--- config.mk ---
export PLATFORM = sky130hd
export DESIGN_NAME = npcs_cell
export DESIGN_NICKNAME = d
export VERILOG_FILES = /design/src/hw/rtl/npcs_pkg.sv /design/src/hw/rtl/npcs_cell.sv
export SDC_FILE = /design/constraint.sdc
export NUM_CORES = 1
export LEC_CHECK = 0
export ABC_AREA = 1
export BUFFER_PORTS_ARGS = -buffer_cell sky130_fd_sc_hd__buf_4
export CELL_PAD_IN_SITES_DETAIL_PLACEMENT = 1
export CELL_PAD_IN_SITES_GLOBAL_PLACEMENT = 1
export CORE_ASPECT_RATIO = 0.75
export CORE_MARGIN = 5
export CORE_UTILIZATION = 44
export CTS_BUF_LIST = sky130_fd_sc_hd__clkbuf_4 sky130_fd_sc_hd__clkbuf_8 sky130_fd_sc_hd__clkbuf_16
export DETAILED_ROUTE_END_ITERATION = 16
export PLACE_DENSITY_LB_ADDON = 0.1
export SYNTH_ARGS = -nofsm -noshare
export SYNTH_HDL_FRONTEND = slang
export SYNTH_SLANG_ARGS = --single-unit
--- constraint.sdc ---
create_clock -name i_clk -period 10.3 [get_ports i_clk]
set_input_delay 2.06 -clock i_clk [delete_from_list [all_inputs] [get_ports i_clk]]
set_output_delay 2.06 -clock i_clk [all_outputs]
set_load 0.005 [all_outputs]
--- src/hw/rtl/npcs_pkg.sv ---
`timescale 1ns / 1ps
// ----------------------------------------------------------------------------
// Nearest palette colour search package
// Shared widths, register indexes and the token type that walks the chain.
// ----------------------------------------------------------------------------
package npcs_pkg;

    localparam int PALETTE_DEPTH_DEF = 256;
    localparam int COMP_W            = 8;
    localparam int IDX_W             = 8;
    localparam int SIZE_W            = 9;
    localparam int DIST_W            = 18;
    localparam int CFG_IDX_W         = 2;
    localparam int CFG_DATA_W        = 18;

    localparam logic [SIZE_W-1:0] RESET_PALETTE_SIZE = 9'd256;
    localparam logic [DIST_W-1:0] RESET_LIMIT        = 18'd62500;

    localparam logic [CFG_IDX_W-1:0] REG_PALETTE_SIZE = 2'd0;
    localparam logic [CFG_IDX_W-1:0] REG_LIMIT        = 2'd1;

    localparam logic ACT_WRITE = 1'b0;
    localparam logic ACT_QUERY = 1'b1;

    typedef struct packed {
        logic              valid;
        logic [COMP_W-1:0] tgt_r;
        logic [COMP_W-1:0] tgt_g;
        logic [COMP_W-1:0] tgt_b;
        logic [DIST_W-1:0] best_dist;
        logic [IDX_W-1:0]  best_idx;
        logic [COMP_W-1:0] best_r;
        logic [COMP_W-1:0] best_g;
        logic [COMP_W-1:0] best_b;
    } t_token;

    typedef struct packed {
        logic [COMP_W-1:0] r;
        logic [COMP_W-1:0] g;
        logic [COMP_W-1:0] b;
    } t_rgb;

endpackage

--- src/hw/rtl/npcs_cell.sv ---
`timescale 1ns / 1ps
// ----------------------------------------------------------------------------
// Nearest palette colour search cell
// Holds one palette entry and updates the passing token when that entry is nearer.
// ----------------------------------------------------------------------------
module npcs_cell #(
    parameter int CELL_INDEX = 0
) (
    input  logic                       i_clk,
    input  logic                       i_rst_n,
    input  logic                       i_en,
    input  logic                       i_wr_en,
    input  npcs_pkg::t_rgb             i_wr_data,
    input  logic [npcs_pkg::SIZE_W-1:0] i_palette_size,
    input  npcs_pkg::t_token           i_tok,
    output npcs_pkg::t_token           o_tok,
    output npcs_pkg::t_rgb             o_entry
);
    import npcs_pkg::*;

    t_rgb              r_entry;
    t_token            r_tok;
    t_token            n_tok;
    logic [COMP_W-1:0] w_dr;
    logic [COMP_W-1:0] w_dg;
    logic [COMP_W-1:0] w_db;
    logic [DIST_W-1:0] w_dist;
    logic              w_active;

    assign w_dr = (i_tok.tgt_r >= r_entry.r) ? (i_tok.tgt_r - r_entry.r)
                                             : (r_entry.r - i_tok.tgt_r);
    assign w_dg = (i_tok.tgt_g >= r_entry.g) ? (i_tok.tgt_g - r_entry.g)
                                             : (r_entry.g - i_tok.tgt_g);
    assign w_db = (i_tok.tgt_b >= r_entry.b) ? (i_tok.tgt_b - r_entry.b)
                                             : (r_entry.b - i_tok.tgt_b);
    assign w_dist = (DIST_W'(w_dr) * DIST_W'(w_dr)) + (DIST_W'(w_dg) * DIST_W'(w_dg))
                  + (DIST_W'(w_db) * DIST_W'(w_db));
    assign w_active = SIZE_W'(CELL_INDEX) < i_palette_size;

    always_comb begin
        n_tok = i_tok;
        if (i_tok.valid && w_active && (w_dist < i_tok.best_dist)) begin
            n_tok.best_dist = w_dist;
            n_tok.best_idx  = IDX_W'(CELL_INDEX);
            n_tok.best_r    = r_entry.r;
            n_tok.best_g    = r_entry.g;
            n_tok.best_b    = r_entry.b;
        end
    end

    always_ff @(posedge i_clk) begin
        if (i_wr_en) begin
            r_entry <= i_wr_data;
        end
        if (!i_rst_n) begin
            r_tok.valid <= 1'b0;
        end else if (i_en) begin
            r_tok <= n_tok;
        end
    end

    assign o_tok   = r_tok;
    assign o_entry = r_entry;

endmodule

Word-level counts from Yosys, hierarchy flattened
Cells that the tools add are included.
{ "word_totals": {"reg_bits": 99, "inputBits": 112, "latchBits": 0, "memories": 0, "output_inout_bits": 99, "mem_bits_ro": 0, "ramBits": 0, "wordCells": 35} }
{ "classes": {"add_sub_neg": 8, "muxes": 4, "n_reduce_logical": 3, "mul": 3, "div": 0, "shifts": 0, "n_bitwise": 0, "n_eq_ne": 0, "n_lt_le_gt_ge": 5} }
{ "ops": {"columns": ["op", "n"], "rows": [
  ["50-bit two-way mux", 1],
  ["8-bit by 8-bit multiplier with 16-bit output", 3],
  ["8-bit subtractor", 6],
  ["8-bit >= comparator", 3],
  ["8-bit two-way mux", 3],
  ["17-bit by 16-bit adder with 18-bit output", 1],
  ["18-bit less-than comparator", 1],
  ["16-bit by 16-bit adder with 17-bit output", 1],
  ["1-bit by 9-bit less-than comparator with 1-bit output (first input constant)", 1],
  ["1-bit logical AND", 2],
  ["2-bit AND reduction", 1]
]} }

Logic depth before layout (Yosys ltp)
Gate-level depths: netlist of the first run.
{ "depth": {"depth_word": 8, "mapped_depth": 47, "ltp_nobuf": 46} }

Worst setup path before layout of the first run
Ideal clock, no wire load.
{ "synth_timing": {"path_kind": "input to register", "startpoint": "input i_tok[66] (netlist name)", "endpoint": "register r_tok, in the netlist o_tok[20], data pin", "t_arrival_ns": 9.398, "path_slack_ns": 0.641, "path_stages": 42, "path_buffers": 2, "path_cell_list": "inv_1 ha_1 inv_1 fa_1 nand3_1 nand2_2 o21ai_4 nand2_8 nand2_2 o21ai_4 inv_2 nor2_1 fa_1 fa_1 inv_1 fa_1 fa_1 inv_1 [... 6 more ...] a21oi_1 nand2_1 nand3_1 nand2_1 nand2_1 nand2_1 nand2_1 nand2_1 ha_1 nand2_1 inv_1 nand3_1 nor2_1 nand4_1 nand4_1 buf_2 buf_2 o21ai_0"} }
{ "synth_lines": {"columns": ["element", "line", "source"], "rows": [
  ["start: declaration", "npcs_cell.sv:15", "input npcs_pkg::t_token i_tok,"],
  ["end signal: assignment", "npcs_cell.sv:58", "r_tok <= n_tok;"],
  ["end: declaration", "npcs_cell.sv:22", "t_token r_tok;"]
]} }

==> results of run 1 <==
-- worst max-delay path: cells and delay by family --
family | cells | cell delay (ps)
buf+inv | 11 | 1060
compound gates | 4 | 690
fa+ha+maj | 11 | 4630
xor+xnor | 1 | 160
simple gates | 13 | 1520
-- layout by cell type (no fill, tap or decap), types with 9 or more instances in the layout --
| cell | synthesis | final |
|---|---|---|
| nor2_1 | 101 | 90 |
| xor2_1 | 23 | 23 |
| ha_1 | 141 | 125 |
| nand4_1 | 16 | 16 |
| fa_1 | 139 | 134 |
| nand2_2 | 15 | 36 |
| edfxtp_1 | 98 | 98 |
| o21ai_0 | 30 | 29 |
| buf_4 | 0 | 290 |
| inv_2 | 26 | 28 |
| nor2_2 | 11 | 9 |
| a21oi_1 | 42 | 37 |
| nand3_1 | 44 | 37 |
| ha_4 | 0 | 13 |
| clkbuf_16 | 0 | 12 |
| nor2_4 | 3 | 16 |
| inv_1 | 338 | 331 |
| nand2_1 | 330 | 306 |
-- how the worst min path moves through the flow --
stage / start / to
after global placement: o_tok[74] / o_tok[74]
after floorplan: o_tok[74] / o_tok[74]
after detailed placement: o_tok[74] / o_tok[74]
after CTS: o_tok[74] / o_tok[74]
after global routing: o_tok[74] / o_tok[74]
final: o_tok[74] / o_tok[74]
-- state kept, by name, summed over array words and instances (netlist names) --
signal / count
o_entry: 24
o_tok: 75
-- routing by layer --
layer	share of wire	GRT usage	vias to the layer above
met5	0	0	-
met4	0.012	0.0374	0
met3	0.043	0.0424	30
met2	0.49	0.397	197
met1	0.46	0.314	5172
li1	-	-	4926
-- per-stage QoR --
step | setup slack, ps | instance area (sq um) | hold WS (ps)
after floorplan | 641 | 12100 | 525
after global placement | -175 | 14500 | 524
after detailed placement | -393 | 14500 | 535
after CTS | 38.3 | 14900 | 557
after global routing | -57.1 | 15600 | 609
final | 247 | 15600 | 549
-- what timing repair did --
item / in CTS / in global routing
cloned: 0 / 6
endpoints found under the hold margin: 0 / 0
resized for setup: 3 / 111
setup buffers: 0 / 20
pin swaps: 1 / 61
endpoints found under the setup margin: 50 / 50
-- area by class of cell --
cell class | instances | area [sq um] | share of cell area
Clock buffer | 9 | 225 | 0.0144
Clock inverter | 7 | 80.1 | 0.00513
Inverter | 364 | 1380 | 0.0886
Multi-Input combinational cell | 948 | 8120 | 0.520
Sequential cell | 99 | 2960 | 0.190
Tap cell | 351 | 439 | 0.0281
Timing Repair Buffer | 303 | 2390 | 0.153
-- cell families (layout without fill, tap and decap cells) --
kind of cell / after synthesis / in the layout / synth area share
and+or+nand+nor: 537 / 538 / 0.189
AOI/OAI and AO/OA: 101 / 101 / 0.0483
adders and majority gates: 280 / 280 / 0.377
DFF: 99 / 99 / 0.245
xor gates and xnor gates: 29 / 29 / 0.0210
buffers and inverters: 380 / 683 / 0.120
==> results.py, run 1 <==
metrics = {
    "cts": {
        "cts_tree": "yes",
        "insertion_delay_ps": 370,
        "cts_buffers": 9,
        "htreeDepth": 3,
        "cts.sinks": 99,
        "clock_path_buffers": 2,
        "clk_pin_slew_worst_paths_ps": 80,
        "cts_hold_buffers": 0,
        "cts-root-buf": "clkbuf_16",
    },
    "yosys": {
        "ys_types": 33,
        "dominantRegCellSynth": "edfxtp_1",
        "yosys_warnings": 0,
        "synth_top_cells_by_count": "inv_1, nand2_1, ha_1",
        "synth.area.top_cells": "edfxtp_1, fa_1, ha_1",
        "synth_nets": 1818,
        "syn_inst": 1426,
        "syn_avg_cell_area_sq_um": 8.47,
        "synth-async-reset-ratio": 0,
        "ys_seq_area_frac": 0.245,
        "syn_area_sq_um": 12100,
        "synth_edf_count": 98,
        "synth_largest_area_cell": "edfxtp_1",
        "synth-seq-cells": 99,
        "yosysTopAreaCellShare": 0.244,
        "yosysMostFrequentCell": "inv_1",
    },
    "placed_design": {
        "gp_congestion": 0.890,
        "dp_hpwl_um": 30400,
        "port-buffer-count": 210,
        "dp.cells": 2039,
    },
    "grt": {
        "antenna_found_initial": 1,
        "grt_pass1_wl_um": 57700,
        "grt_max_degree": 75,
        "grt_pass1_vias": 11100,
        "grt_remaining_overflow": 0,
        "grt_usage": 0.232,
    },
    "status": {
        "status": "complete, no violations",
    },
    "final_layout": {
        "drive_gt1_frac": 0.271,
        "nNetsFinal": 2117,
        "syn_to_final_growth_pct": 29.2,
        "n_antenna_cell": 0,
        "final_util": 0.578,
        "fillers": 3211,
        "fin_cells": 2081,
    },
    "min_path": {
        "hp-class": "reg2reg",
        "hold_depth": 2,
    },
    "timing": {
        "min_period_ps": 10050,
        "fin_crit_sh": 0.976,
        "hold_viol": 0,
        "skew_ps": 7.03,
        "tightest_slew_ps": 1060,
        "drv_slew": 0,
        "fmax_mhz": 99.5,
        "max-slew-margin-rel": 0.291,
        "final.setup.tns_ps": 0,
        "setup_viol": 0,
    },
    "critical_path": {
        "start_kind": "primary input",
        "endpoint_kind": "flop",
        "critPathRequiredTime_ps": 10410,
        "arrival_ps": 10160,
        "crit_fanout": 7,
        "critical-path-max-stage-delay_ps": 560,
        "rr_startpoint": "o_entry[19]",
        "crit_start": "i_tok[66]",
        "reg2regPathDepth": 36,
        "reg2reg_to": "o_tok[4]",
        "slowest_stage": "fa_1",
        "crit_path_end": "o_tok[4]",
        "worstSetupPathType": "in2reg",
        "rrSetupSlack_ps": 1630,
    },
    "die": {
        "core_area_sq_um": 27000,
        "die_area_sq_um": 30900,
        "num_rows": 52,
        "die_h_um": 153,
        "io_pins": 211,
        "start_util": 0.447,
        "die_x_um": 201,
    },
    "routing": {
        "num_vias": 10300,
        "drt-total-wl_um": 38000,
        "wl_per_cell_um": 18.2,
        "dr.pass1.iters": 5,
        "remaining_drc_errors": 0,
        "vias_per_cell": 4.96,
        "drtIter0Drc": 444,
        "ant_nets": 0,
    },
    "job": {
        "max-cap-violations": 0,
    },
}
Power of run 1 is not shown: default switching activity piles up to over one toggle a cycle in this logic, so the estimate is an artifact.
==> inputs of run 2 (changes only) <==
==> constraint.sdc (replaced) <==
create_clock -name i_clk -period 10.3 [get_ports i_clk]
set_input_delay 1.03 -clock i_clk [delete_from_list [all_inputs] [get_ports i_clk]]
set_output_delay 1.03 -clock i_clk [all_outputs]
set_load 0.005 [all_outputs]
==> results.py, run 2 (synthesized netlist as in run 1, its figures left out) <==
metrics = {
    "status": {
        "status": "complete, no violations",
    },
    "final_layout": {
        "final_cell_mix": "inv_1, nand2_1, buf_4",
        "n_antenna_cell": 0,
        "drive_gt1_frac": 0.184,
        "largest_reg_flops": 75,
        "final_common_cell": "inv_1",
        "design_area_sq_um": 14400,
        "fin_cells": 1993,
        "syn_to_final_growth_pct": 18.9,
        "nNetsFinal": 2029,
        "fillers": 3279,
    },
    "critical_path": {
        "critPathTopFamily": "adder cells",
        "crit_path_frequent_cell": "nand2_1",
        "crit_buf_inv": 9,
        "slowest_stage": "fa_1",
        "critical-path-max-stage-delay_ps": 560,
        "endpoint_kind": "flop",
        "critPathRequiredTime_ps": 10380,
        "start_kind": "primary input",
        "crit_fanout": 48,
        "arrival_ps": 9630,
        "worstSetupPathType": "in2reg",
    },
    "cts": {
        "cts.sinks": 99,
        "clock_path_buffers": 2,
        "clk_pin_slew_worst_paths_ps": 80,
        "cts_buffers": 9,
        "cts_hold_buffers": 0,
        "cts-root-buf": "clkbuf_16",
        "post_cts_resized": 0,
        "cts_tree": "yes",
        "htreeDepth": 3,
        "postCtsSetupRepairBufs": 0,
        "insertion_delay_ps": 370,
    },
    "timing": {
        "min_period_ps": 9540,
        "tightest_slew_ps": 848,
        "fmax_mhz": 105,
        "hold_ws_ps": 565,
        "max-slew-margin-rel": 0.435,
        "fin_crit_sh": 0.927,
        "drv_slew": 0,
        "setup_viol": 0,
        "hold_viol": 0,
        "skew_ps": 16.9,
        "grt_setup_unrepaired": "false",
        "final.setup.tns_ps": 0,
    },
    "placed_design": {
        "dp_hpwl_um": 29600,
        "dp.cells": 1977,
        "port-buffer-count": 210,
        "gp_congestion": 0.885,
        "placed_area_sq_um": 14100,
    },
    "die": {
        "start_util": 0.447,
        "die_x_um": 201,
        "core_area_sq_um": 27000,
        "num_rows": 52,
        "io_pins": 211,
        "die_h_um": 153,
        "die_area_sq_um": 30900,
    },
    "grt": {
        "antenna_found_initial": 0,
        "grtUsageMet3": 0.0316,
        "grt_remaining_overflow": 0,
        "met1_usage": 0.315,
        "grt.busiest_layer": "met2",
        "grt_max_degree": 60,
        "grt_pass1_vias": 10700,
        "grt_usage": 0.228,
        "grt_pass1_wl_um": 56800,
        "grtUsageMet2": 0.394,
    },
    "routing": {
        "vias_per_cell": 4.89,
        "wl_per_cell_um": 17.2,
        "drt-total-wl_um": 34300,
        "dr.pass1.iters": 4,
        "remaining_drc_errors": 0,
        "ant_nets": 0,
        "num_vias": 9745,
        "drtIter0Drc": 350,
    },
    "job": {
        "max-cap-violations": 0,
    },
    "min_path": {
        "hp-class": "reg2reg",
    },
}
==> run 2: worst paths after layout <==
check / from / end / cells after the start / slack [ps]
worst max-delay path: i_tok[50] / o_tok[5] / 40 / 760
worst min-delay path: o_tok[74] / o_tok[74] / 2 / 570
worst max register to register: o_entry[16] / o_tok[5] / 39 / 1170
worst min register to register: o_tok[74] / o_tok[74] / 2 / 570
==> run 2: tightest hold or removal path, cell delays in order (launching register included) <==
cell and delay (ps):
dfxtp_1 340, o21ai_0 90, a21oi_1 100
==> run 2: routing by layer <==
layer  wire length (um)  vias up
met5                  0        -
met4                304        0
met2              16500      163
li1                   -     4738
met3               1170       18
met1              16300     4826
==> run 2: metrics by stage <==
step / utilization / worst slack, ps
final: 0.532 / 756
after global routing: 0.532 / 188
after global placement: 0.521 / 688
after CTS: 0.532 / 739
after detailed placement: 0.521 / 361
after floorplan: - / 1670
==> run 2: layout make-up <==
cell class | instances | area, sq um | area share
multi-input cells | 947 | 7670 | 0.534
flip-flops and latches | 99 | 2960 | 0.206
repair buffers | 216 | 1620 | 0.113
inverters | 364 | 1370 | 0.0952
well taps | 351 | 439 | 0.0306
clock buffers | 9 | 225 | 0.0157
clock inverters | 7 | 77.6 | 0.00540
Power of run 2 is left out for the same reason.
